File: src/hw/rtl/awf_pkg.sv
// awf_pkg: shared sizes, register indexes, controller states and the
// command/status structs between the all-ones window finder's controller and datapath
// no dependencies
package awf_pkg;

    localparam int MAX_COLS = 256;
    localparam int MAX_ROWS = 256;
    localparam int COL_W    = $clog2(MAX_COLS);
    localparam int ROW_W    = $clog2(MAX_ROWS);
    localparam int CFG_W    = 9;
    localparam int IDX_W    = 3;
    // run counts saturate at the top of their width
    localparam int CNT_W    = 9;
    localparam logic [CNT_W-1:0] RUN_SAT = '1;

    localparam logic [CFG_W-1:0] RST_GRID_ROWS = CFG_W'(10);
    localparam logic [CFG_W-1:0] RST_GRID_COLS = CFG_W'(10);
    localparam logic [CFG_W-1:0] RST_WIN_ROWS  = CFG_W'(3);
    localparam logic [CFG_W-1:0] RST_WIN_COLS  = CFG_W'(3);

    typedef enum logic [IDX_W-1:0] {
        REG_GRID_ROWS  = 3'd0,
        REG_GRID_COLS  = 3'd1,
        REG_WIN_ROWS   = 3'd2,
        REG_WIN_COLS   = 3'd3,
        REG_NO_OVERLAP = 3'd4
    } cfg_idx_t;

    typedef enum logic [2:0] {
        ST_FETCH,
        ST_READY,
        ST_SCAN_RD,
        ST_SCAN_CMP,
        ST_COVER_WR
    } awf_state_t;

    typedef struct packed {
        logic fetch;
        logic step;
        logic scan_read;
        logic scan_next;
        logic scan_rewind;
        logic cover_write;
        logic emit;
    } dp_cmd_t;

    typedef struct packed {
        logic out_free;
        logic hit;
        logic no_overlap;
        logic overlap;
        logic scan_done;
    } dp_stat_t;

endpackage

File: src/hw/rtl/awf_ctrl.sv
// awf_ctrl: controller state machine of the all-ones window finder
// depends on awf_pkg
module awf_ctrl (
    input  logic              aclk,
    input  logic              aresetn,
    input  logic              s_valid,
    output logic              s_ready,
    input  logic              cfg_wr_en,
    input  awf_pkg::dp_stat_t stat,
    output awf_pkg::dp_cmd_t  cmd
);
    import awf_pkg::*;

    awf_state_t state_reg;
    awf_state_t state_next;

    always_ff @(posedge aclk) begin
        if (!aresetn) begin
            state_reg <= ST_FETCH;
        end else begin
            state_reg <= state_next;
        end
    end

    always_comb begin
        state_next = state_reg;
        cmd        = '0;
        s_ready    = (state_reg == ST_READY) && stat.out_free;
        cmd.step   = s_valid && s_ready;
        case (state_reg)
            ST_FETCH: begin
                cmd.fetch  = 1'b1;
                // a register write moves the effective column, so read again
                state_next = cfg_wr_en ? ST_FETCH : ST_READY;
            end
            ST_READY: begin
                if (cfg_wr_en) begin
                    state_next = ST_FETCH;
                end else if (cmd.step && stat.hit && stat.no_overlap) begin
                    state_next = ST_SCAN_RD;
                end
            end
            ST_SCAN_RD: begin
                cmd.scan_read = 1'b1;
                state_next    = ST_SCAN_CMP;
            end
            ST_SCAN_CMP: begin
                if (stat.overlap) begin
                    state_next = ST_FETCH;
                end else if (stat.scan_done) begin
                    cmd.scan_rewind = 1'b1;
                    state_next      = ST_COVER_WR;
                end else begin
                    cmd.scan_next = 1'b1;
                    state_next    = ST_SCAN_RD;
                end
            end
            ST_COVER_WR: begin
                cmd.cover_write = 1'b1;
                if (stat.scan_done) begin
                    cmd.emit   = 1'b1;
                    state_next = ST_FETCH;
                end else begin
                    cmd.scan_next = 1'b1;
                end
            end
            default: begin
                state_next = ST_FETCH;
            end
        endcase
    end

endmodule

File: config.mk
export PLATFORM = sky130hd
export DESIGN_NAME = awf_ctrl
export DESIGN_NICKNAME = d
export VERILOG_FILES = /design/src/hw/rtl/awf_pkg.sv /design/src/hw/rtl/awf_ctrl.sv
export SDC_FILE = /design/constraint.sdc
export NUM_CORES = 1
export LEC_CHECK = 0
export BUFFER_PORTS_ARGS = -buffer_cell sky130_fd_sc_hd__buf_2
export CAP_MARGIN = 20
export CORE_AREA = 2 2 39 41
export CTS_CLUSTER_DIAMETER = 40
export DETAILED_ROUTE_END_ITERATION = 12
export DIE_AREA = 0 0 41 43
export PLACE_DENSITY = 0.38
export SKIP_LAST_GASP = 1
export SLEW_MARGIN = 15
export SYNTH_ARGS = -nofsm -noshare
export SYNTH_HDL_FRONTEND = slang
export SYNTH_SLANG_ARGS = --single-unit
File: constraint.sdc
create_clock -name aclk -period 3.1 [get_ports aclk]
set_input_delay 0.31 -clock aclk [delete_from_list [all_inputs] [get_ports aclk]]
set_output_delay 0.31 -clock aclk [all_outputs]
set_load 0.02 [all_outputs]
======== Word-level counts from Yosys, hierarchy flattened ========
Index checks and enable logic that the tools add are counted.
storage, ports and cells
  flip-flop bits (word level) ............. 3
  bits in latches ......................... 0
  bits in writable memories ............... 0
  bits in read-only memories .............. 0
  input port bits ......................... 9
  logic and storage cells ................. 28
  memories kept ........................... 0
operators by class
  add/sub/neg operators ................... 0
  multiply operators ...................... 0
  div/mod/pow operators ................... 0
  order comparisons ....................... 0
  equal/unequal tests ..................... 6
  shift operators ......................... 0
  mux-type cells .......................... 15
  bitwise operators ....................... 0
  reductions and logical operators ........ 6
operator list
  cell                                                    count
  2-to-1 mux 3 bit                                        5
  case mux 3 bit (5 select lines)                         1
  equality test 3 x 2 -> 1 bit (second input constant)    2
  2-to-1 mux 1 bit                                        6
  logical AND 1 bit                                       4
  2-to-1 mux 2 bit                                        2
  equality test 3 x 1 -> 1 bit (second input constant)    1
  equality test 3 bit (second input constant)             1
  zero test 3 bit                                         1
  inequality test 3 x 2 -> 1 bit (second input constant)  1
  inequality test 2 bit (second input constant)           1
  case mux 1 bit (2 select lines)                         1
  AND reduction 2 bit                                     1

======== Depth between registers and ports, before layout ========
Gate-level depths: netlist of the first run.
  depth in word-level cells ............... 8
  mapped depth ............................ 4
  gate-level depth less buffers ........... 3

======== Worst setup path before layout of the first run ========
No wires, ideal clock.
  path type ............................... reg2out
  start point ............................. register state_reg[2]
  end point ............................... output port cmd[3] in the netlist's numbering
  arrival time ............................ 1.195 ns
  data required time ...................... 2.790 ns
  setup slack ............................. 1.595 ns
  cell stages (with the launch flop) ...... 4
  buffers on the path ..................... 0
  cell sequence ........................... dfxtp_1 > nor3b_2 > nor2_1 > nor2_1
RTL lines
  item                      RTL line        RTL
  start: declaration        awf_ctrl.sv:14  awf_state_t state_reg;
  start signal: assignment  awf_ctrl.sv:21  state_reg <= state_next;
  end: declaration          awf_ctrl.sv:10  output awf_pkg::dp_cmd_t cmd

==> results of run 1 <==
-- worst max-delay path: stages, from the launching register on --
cell and delay [ps]:
sky130_fd_sc_hd__dfxtp_1 440, sky130_fd_sc_hd__nor3b_2 280, sky130_fd_sc_hd__and2_1 160, sky130_fd_sc_hd__buf_2 150
-- routing by layer --
| layer | wire [um] | share of wire, % |
|---|---|---|
| met5 | 0 | 0 |
| met4 | 0 | 0 |
| met3 | 38 | 6.2 |
| met2 | 307 | 50 |
| met1 | 266 | 43 |
-- logic make-up (layout without fill, tap and decap cells) --
logic type	count (synthesis)	count (layout)	synth area share (%)
AOI/OAI and AO/OA	4	4	12.37
buffers and inverters	2	21	4.838
DFF	3	3	25.81
and+or+nand+nor	18	18	56.99
-- cells in the mapped netlist, drive strengths merged --
cell    instances
o21ai           1
nor3b           2
a22o            1
nand2           1
and4            1
nand2b          2
dfxtp           3
nand4           1
and3            1
nor2            3
nor4b           1
and4bb          2
and2            3
a22oi           1
buf             1
inv             1
a21boi          1
nor3            1
-- how the worst min path moves through the flow --
stage | startpoint | cells past startpoint | to | slack, ps
6_report | aresetn | 2 | state_reg[0] | 330
5_1_grt | aresetn | 2 | state_reg[0] | 350
4_1_cts | aresetn | 2 | state_reg[0] | 330
3_5_place_dp | state_reg[2] | 1 | state_reg[1] | 550
3_3_place_gp | state_reg[2] | 1 | state_reg[1] | 560
2_1_floorplan | aresetn | 1 | state_reg[0] | 460
-- power breakdown --
part,total [W],internal (W),switching [W]
registers,0.0000418,0.0000399,0.00000191
logic,0.0000192,0.00000988,0.00000931
clock network,0.0000678,0.0000482,0.0000196
-- metrics by stage --
stage | hold slack, ps | cell area (um^2) | power (W) | cells | utilization, %
2_1_floorplan | 455.9 | 232.7 | 0.00005152 | 27 | -
3_3_place_gp | 555.3 | 325.3 | 0.00006212 | 58 | 23.51
3_5_place_dp | 553.2 | 325.3 | 0.00006173 | 58 | 23.51
4_1_cts | 325.2 | 351.6 | 0.0001320 | 62 | 25.41
5_1_grt | 345.5 | 351.6 | 0.0001398 | 62 | 25.41
6_report | 331.4 | 351.6 | 0.0001288 | 62 | 25.41
-- area by class of cell --
cell class | count | area, um^2
Tap cell | 16 | 20.02
Fill cell | 156 | 1032
Clock buffer | 4 | 26.28
Timing Repair Buffer | 16 | 80.08
Inverter | 1 | 3.754
Sequential cell | 3 | 60.06
Multi-Input combinational cell | 22 | 161.4
==> results, run 1 <==
- Routability-driven placement finished with a final weighted congestion of ~0.73.
- The leakage power summed over all cells is 0.1791 nW.
- The post-layout net count is between 50 and 60.
- The fraction of final layout cells with drive strength greater than 1 is 47.83%.
- CTS built an H-tree with a depth of 1.
- Using the TritonRoute via totals, the vias-per-cell ratio works out to around 4.2.
- The detailed router finished its first iteration with 4 violations.
- Sequential cells were found to cover 25.81% of the synthesized design area.
- Power spread over the standard cell area amounts to 366.4 nW/um^2.
- The initial antenna violation count is 0.
- The startpoint of the most critical setup path is state_reg[2].
- The clock arrives with ~2.4 ps of skew.
- The smallest clock period supported by the final layout is computed as 1573 ps.
- The fmax is 0.6359 GHz.
- The synthesized netlist contains 20 unique library cells.
- The final worst setup slack is about 1500 ps.
- In this run the tool buffered the top-level ports with 16 buffer cells.
- From left edge to right edge, the die measures approximately 41 um.
- The worst setup slack before clock tree synthesis is 1775 ps.
- After technology mapping, the gate count stands at 27.
- The worst path uses 50.73% of the clock period.
- The area growth from synthesis to final layout is 51.08%.
- The maximum fanout along the worst path is 7.
- The number of storage elements in the synthesis netlist is 3.
- Once detailed placement completed, the half-perimeter wirelength came to 483.7 um.
- The via count is between 200 and 300.
- The number of buffers added for setup after CTS is 0.
- In the final routed layout, each cell accounts on average for 9.871 um.
- The path category of the worst min-delay check is in2reg.
- The run finished with clean final reports.
- The critical path is of the reg2out type.
- The worst vdd rail ir drop is roughly 100 uV.
- The met3 layer usage reported by global route is 1.571%.
- The worst setup path is captured at an output pin.
- TritonCTS built the clock tree.
- The launch point of the worst reg-to-reg path is state_reg[1].
- The arrival time of the worst setup path is 1260 ps.
- Once the floorplan was initialized, standard cells occupied 16.82% of the core.
- The synthesized netlist net count is 36.
- The number of placed I/O pins is 17.
- The floorplan die area is roughly 1800 um^2.
- After synthesis, the cell types taking the most area are sky130_fd_sc_hd__dfxtp_1 26%, sky130_fd_sc_hd__and2_1 8.1%, sky130_fd_sc_hd__nor4b_2 6.5%, sky130_fd_sc_hd__and4bb_1 5.4%, sky130_fd_sc_hd__and4bb_2 5.4%.
- The top cell type by total area after synthesis is sky130_fd_sc_hd__dfxtp_1.
- The hold-fix buffer count after cts is 0.
- The clock latency of the later-clocked register in the worst-skew pair is 230 ps.
- The final wirelength is 612 um.
- During synthesis, Yosys emitted a total of 0 warnings.
- The count of maximum capacitance violations is 0.
- The buffer levels on the longest clock path is 2.
- The library cell used most frequently in the layout, excluding fill and tap cells, is sky130_fd_sc_hd__buf_2.
- The diode insertion count for antenna repair is 0.
- The flip-flop count of the largest register after layout is 3.
- The top-area cell type share of the netlist area is 25.81%.
- The most heavily used metal layer in global routing is met2.
- The pin count of the biggest net entering global routing is 9.
- The global-route total usage across every layer is approximately 8.4%.
- The first global-routing pass estimated 959 um of wire.
- Clock-pin slew was measured on the worst setup and hold paths at 40 ps.
- The total core area is 1384 um^2.
- Setup violations remaining at the end of the flow were counted as 0.
- The synthesized area divided by synthesized cell count is about 8.6 um^2.
- The met1 global-route usage is 9.265%.
- The most critical setup path has its endpoint at cmd[0].
- Leaving out fill and tap cells, the most frequent cells in the layout are 16 x sky130_fd_sc_hd__buf_2, 3 x sky130_fd_sc_hd__nor2_1, 3 x sky130_fd_sc_hd__and2_1, 3 x sky130_fd_sc_hd__clkbuf_4, 3 x sky130_fd_sc_hd__dfxtp_1.
- Gates resized during post-CTS repair numbered 0.
- The met2 usage in global routing is 12.50%.
- The worst relative slew slack is 81.88%.
- The post-synth design cell area is between 200 and 250 um^2.
- The number of hold violations in the final report was 0.
- The required time at the endpoint of the critical path is 2790 ps.
- The residual antenna-violating net count after detailed routing is 0.
- The max-slew violation count came to 0.
- The via count of the first global-routing pass is 252.
- In this run the vertical extent of the chip is 43 um.
- CTS saw 3 sinks.
- The slew of the pin with the lowest slew margin is 271.5 ps.
- The number of iterations in the first detailed-routing pass is 3.
- Counting the buffers created by CTS gives 3.
- In the final timing run, aggregate negative setup slack is 0 ps.
- The worst register-to-register path has a setup slack of 1980 ps.
- The length in cells of the worst reg-to-reg path is 3.
- The row count is 14.
- The total overflow left after global routing is 0.
- Setup repair after global routing left no endpoint under its margin.
- The cell chosen for the clock root is sky130_fd_sc_hd__clkbuf_4.
- The worst register-to-register path ends at state_reg[0].
- STA classifies the critical path startpoint as a flip-flop.
- The DRC violations left is 0.
Power figures use the tool's default switching activity.
==> inputs of run 2 (changes only) <==
- ABC_AREA: unset -> 1
- PLACE_DENSITY: 0.38 -> 0.41
- clock period: 3.1 -> 1.63 ns (I/O delays scaled with it)
==> run 2 against run 1 <==
Against the previous run: die area is the same; non-clock buffer count is the same; cell count grew 18%; total power grew 120%; worst hold slack lost 160 ps; combinational power grew to 3.2 times the previous value; synthesized cell count grew 48%; critical path depth grew 2; clock skew shrank 0.92 ps; critical endpoint is now cmd[3].
==> results, run 2 <==
- The residual antenna-violating net count after detailed routing is 0.
- Once the floorplan was initialized, standard cells occupied 19.53% of the core.
- In this run the number of H-tree levels came out at 1.
- The die extent in y is 43 um.
- The buffer levels on the longest clock path is 2.
- Combinational logic burns 21.5% of the power.
- When the netlist entered floorplanning its net count stood at 49.
- The instance count after placement with tap cells included is 69.
- CTS saw 3 sinks.
- The global-route total usage across every layer is 8.826%.
- Across the run, the number of max-cap violations was 0.
- Power spread over the standard cell area amounts to around 760 nW/um^2.
- The row count is 14.
- In the layout the commonest cells are 16 x sky130_fd_sc_hd__buf_2, 7 x sky130_fd_sc_hd__nand2_1, 7 x sky130_fd_sc_hd__inv_1.
- The number of enable flip-flop cells after synthesis is 0.
- For this run, the leading register cell type out of synthesis is sky130_fd_sc_hd__dfxtp_1.
- The die boundary width is 41 um.
- Synthesis produced 40 cells.
- The final-layout fill cell count is between 150 and 200.
- For the worst-skew pair, the clock arrives at the later sink with an insertion delay of 240 ps.
- The floorplan die area is 1763 um^2.
- The number of placed I/O pins is 17.
- At the pin with the least slew margin, the transition time is 299.7 ps.
- The switching portion of total power is 30.08%.
- In this run, synthesis produced a sequential element count of 3.
- The fraction of final layout cells with drive strength greater than 1 is 43.86%.
- The DRC violations left is 0.
- The leakage power summed over all cells is 0.2248 nW.
- The diode insertion count for antenna repair is 0.
- Headroom to the max-slew limit came out at roughly four fifths.
- The via count of the first global-routing pass is around 250.
- The fmax is 0.7116 GHz.
- After layout, the design draws a total of 0.0002820 W.
- The synthesized area divided by synthesized cell count is 6.756 um^2.
- The number of hold violations in the final report is 0.
- The run finished with clean final reports.
- The clock transition time at the flip-flop clock pins of the worst setup and hold paths is approximately 40 ps.
- The max-slew violation count came to 0.
- The final wirelength is roughly 600 um.
- The worst path needs 1405 ps of the cycle, external delays included.
- The number of buffers added for setup after CTS is 0.
- In this run the worst path has a maximum fanout of 9.
- The pin count of the biggest net entering global routing is 10.
- Registers are responsible for 31.0% of the overall power.
- In the routed layout, each cell is associated on average with a via count of 4.110.
- During synthesis, Yosys emitted a total of 0 warnings.
- The register area share after synthesis is between 20% and 30%.
- After synthesis, the share of flip-flops with an asynchronous set or reset is 0%.
- For this run, the detailed router's first-pass iteration total came to 2.
- By startpoint and endpoint, the worst setup path is classified as reg2out.
- Synthesis instantiated 19 different standard cells from the library.
- The worst setup slack before clock tree synthesis is 469.1 ps.
- Summing over every cut layer, the via total after detailed routing is 300.
- The category of the worst setup path capture point is an output pin.
- By count the netlist is led by 7 x sky130_fd_sc_hd__inv_1, 7 x sky130_fd_sc_hd__nand2_1, 5 x sky130_fd_sc_hd__nor2_1.
- At the end of the flow, the number of nets in the layout was 67.
- For the worst setup path, the data required time is 1470 ps.
- For the worst setup path, the data arrival time is 1240 ps.
- In this run the standard cell core region covers 1384 um^2.
- The minimum hold slack is 175.7 ps.
- The initial antenna violation count is 0.
- The number of DRC markers in iteration 0 is 5.
- Clock skew on the completed layout was measured at 1.508 ps.
- The sum of negative setup slack is 0 ps.
- Relative to the synthesized area, the layout overhead comes to 37.04%.
- The cell chosen for the clock root is sky130_fd_sc_hd__clkbuf_4.
- The clock tree from TritonCTS is done.
- Leaving out fill and tap cells, the most frequent cell in the layout is sky130_fd_sc_hd__buf_2.
- Leaving out filler cells and counting taps, the final layout contains 73.
- Buffers inserted to repair hold after CTS numbered 0.
- After detailed routing, the average wire length per cell comes to roughly 8.4 um.
- The register with the most flip-flops in the layout has 3 of them.
- The clock network is responsible for 47.5% of the overall power.
- In this run, post-CTS repair resized a total of 0 instances.
- Summing every instance area after synthesis gives 270.3 um^2.
- The worst vdd rail ir drop is 172.1 uV.
- Sorting the synthesized cells by area gives the leading types as sky130_fd_sc_hd__dfxtp_1 22%, sky130_fd_sc_hd__inv_1 9.7%, sky130_fd_sc_hd__nand2_1 9.7%, sky130_fd_sc_hd__nor2_1 6.9%, sky130_fd_sc_hd__o21bai_4 6.9%.
- The number of setup violations in the final report is 0.
- In this run the tool buffered the top-level ports with 16 buffer cells.
- Setup repair after global routing left no endpoint under its margin.
- The sum of net half-perimeters after detailed placement is 482.9 um.
- The first global-routing pass estimated about 960 um of wire.
- The top-area cell type share of the netlist area is 22.22%.
- The top cell type by total area after synthesis is sky130_fd_sc_hd__dfxtp_1.
- In this run, CTS created clock tree buffers numbering 3.
- Global routing finished with a remaining overflow of 0.
- The routability congestion estimate is 0.6358.
- The internal portion of the total power is 0.0001972 W.
- The path category of the worst min-delay check is in2reg.
- Setup slack closes at 224.6 ps.
- The net switching power of the design is 0.00008484 W.
- The kind of start point of the critical path is a flip-flop.
- The period utilization is between 80% and 90%.
run 2: cell types whose count changed after synthesis, sizes merged, moves of 2 or more:
| cell | previous run | this run |
|---|---|---|
| a21oi | 0 | 2 |
| and2 | 3 | 0 |
| and4bb | 2 | 0 |
| buf | 1 | 3 |
| inv | 1 | 7 |
| nand2 | 1 | 8 |
| nand2b | 2 | 0 |
| nand3 | 0 | 2 |
| nor2 | 3 | 7 |
| nor3b | 2 | 0 |
run 2: critical path: stages (launching register included):
cell and delay [ps]:
sky130_fd_sc_hd__dfxtp_1 480, sky130_fd_sc_hd__nand2_1 90, sky130_fd_sc_hd__nor2_1 120, sky130_fd_sc_hd__nand2_1 90, sky130_fd_sc_hd__nand2_1 60, sky130_fd_sc_hd__buf_2 160
run 2: final cells by class:
| type | count | area (um^2) | area share (%) |
|---|---|---|---|
| flip-flops and latches | 3 | 60.06 | 16.22 |
| repair buffers | 16 | 80.08 | 21.62 |
| clock buffers | 4 | 26.28 | 7.095 |
| inverters | 7 | 26.28 | 7.095 |
| multi-input cells | 27 | 157.7 | 42.57 |
| well taps | 16 | 20.02 | 5.405 |
run 2: per-layer routing:
layer  up-vias  share of wire [%]  track usage (%)  wire length, um
met3         2                9.8            5.236               60
met5         -                  0                0                0
met2        15                 43            10.94              263
li1        163                  -                -                -
met1       120                 44            8.974              270
met4         0                2.6            10.00               16
run 2: final timing paths:
path	from	endpoint	slack, ps	depth (start not counted)
setup / recovery	state_reg[0]	cmd[3]	220	5
hold / removal	aresetn	state_reg[1]	180	3
setup reg to reg	state_reg[0]	state_reg[1]	560	6
hold reg to reg	state_reg[2]	state_reg[2]	690	2
run 2: cell families (layout without fill, tap and decap cells):
family	after synthesis	count (layout)	synth area share, %
buffers and inverters	10	27	19.44
AND/OR/NAND/NOR	23	23	44.45
AO/OA/AOI/OAI	4	4	13.89
flip-flops	3	3	22.22
run 2: through the flow:
step	util, %	cell area [um^2]
6_report	26.76	370.4
3_3_place_gp	24.86	344.1
4_1_cts	26.76	370.4
3_5_place_dp	24.86	344.1
5_1_grt	26.76	370.4
2_1_floorplan	-	270.3
run 2: power by group through the flow:
stage	registers, W	clock network (W)	logic (W)
after floorplan	0.0000802	0	0.0000532
after global placement	0.0000884	0	0.0000612
after detailed placement	0.0000885	0	0.0000611
after CTS	0.0000874	0.000142	0.0000614
after global routing	0.0000882	0.000147	0.0000685
final	0.0000875	0.000134	0.0000606
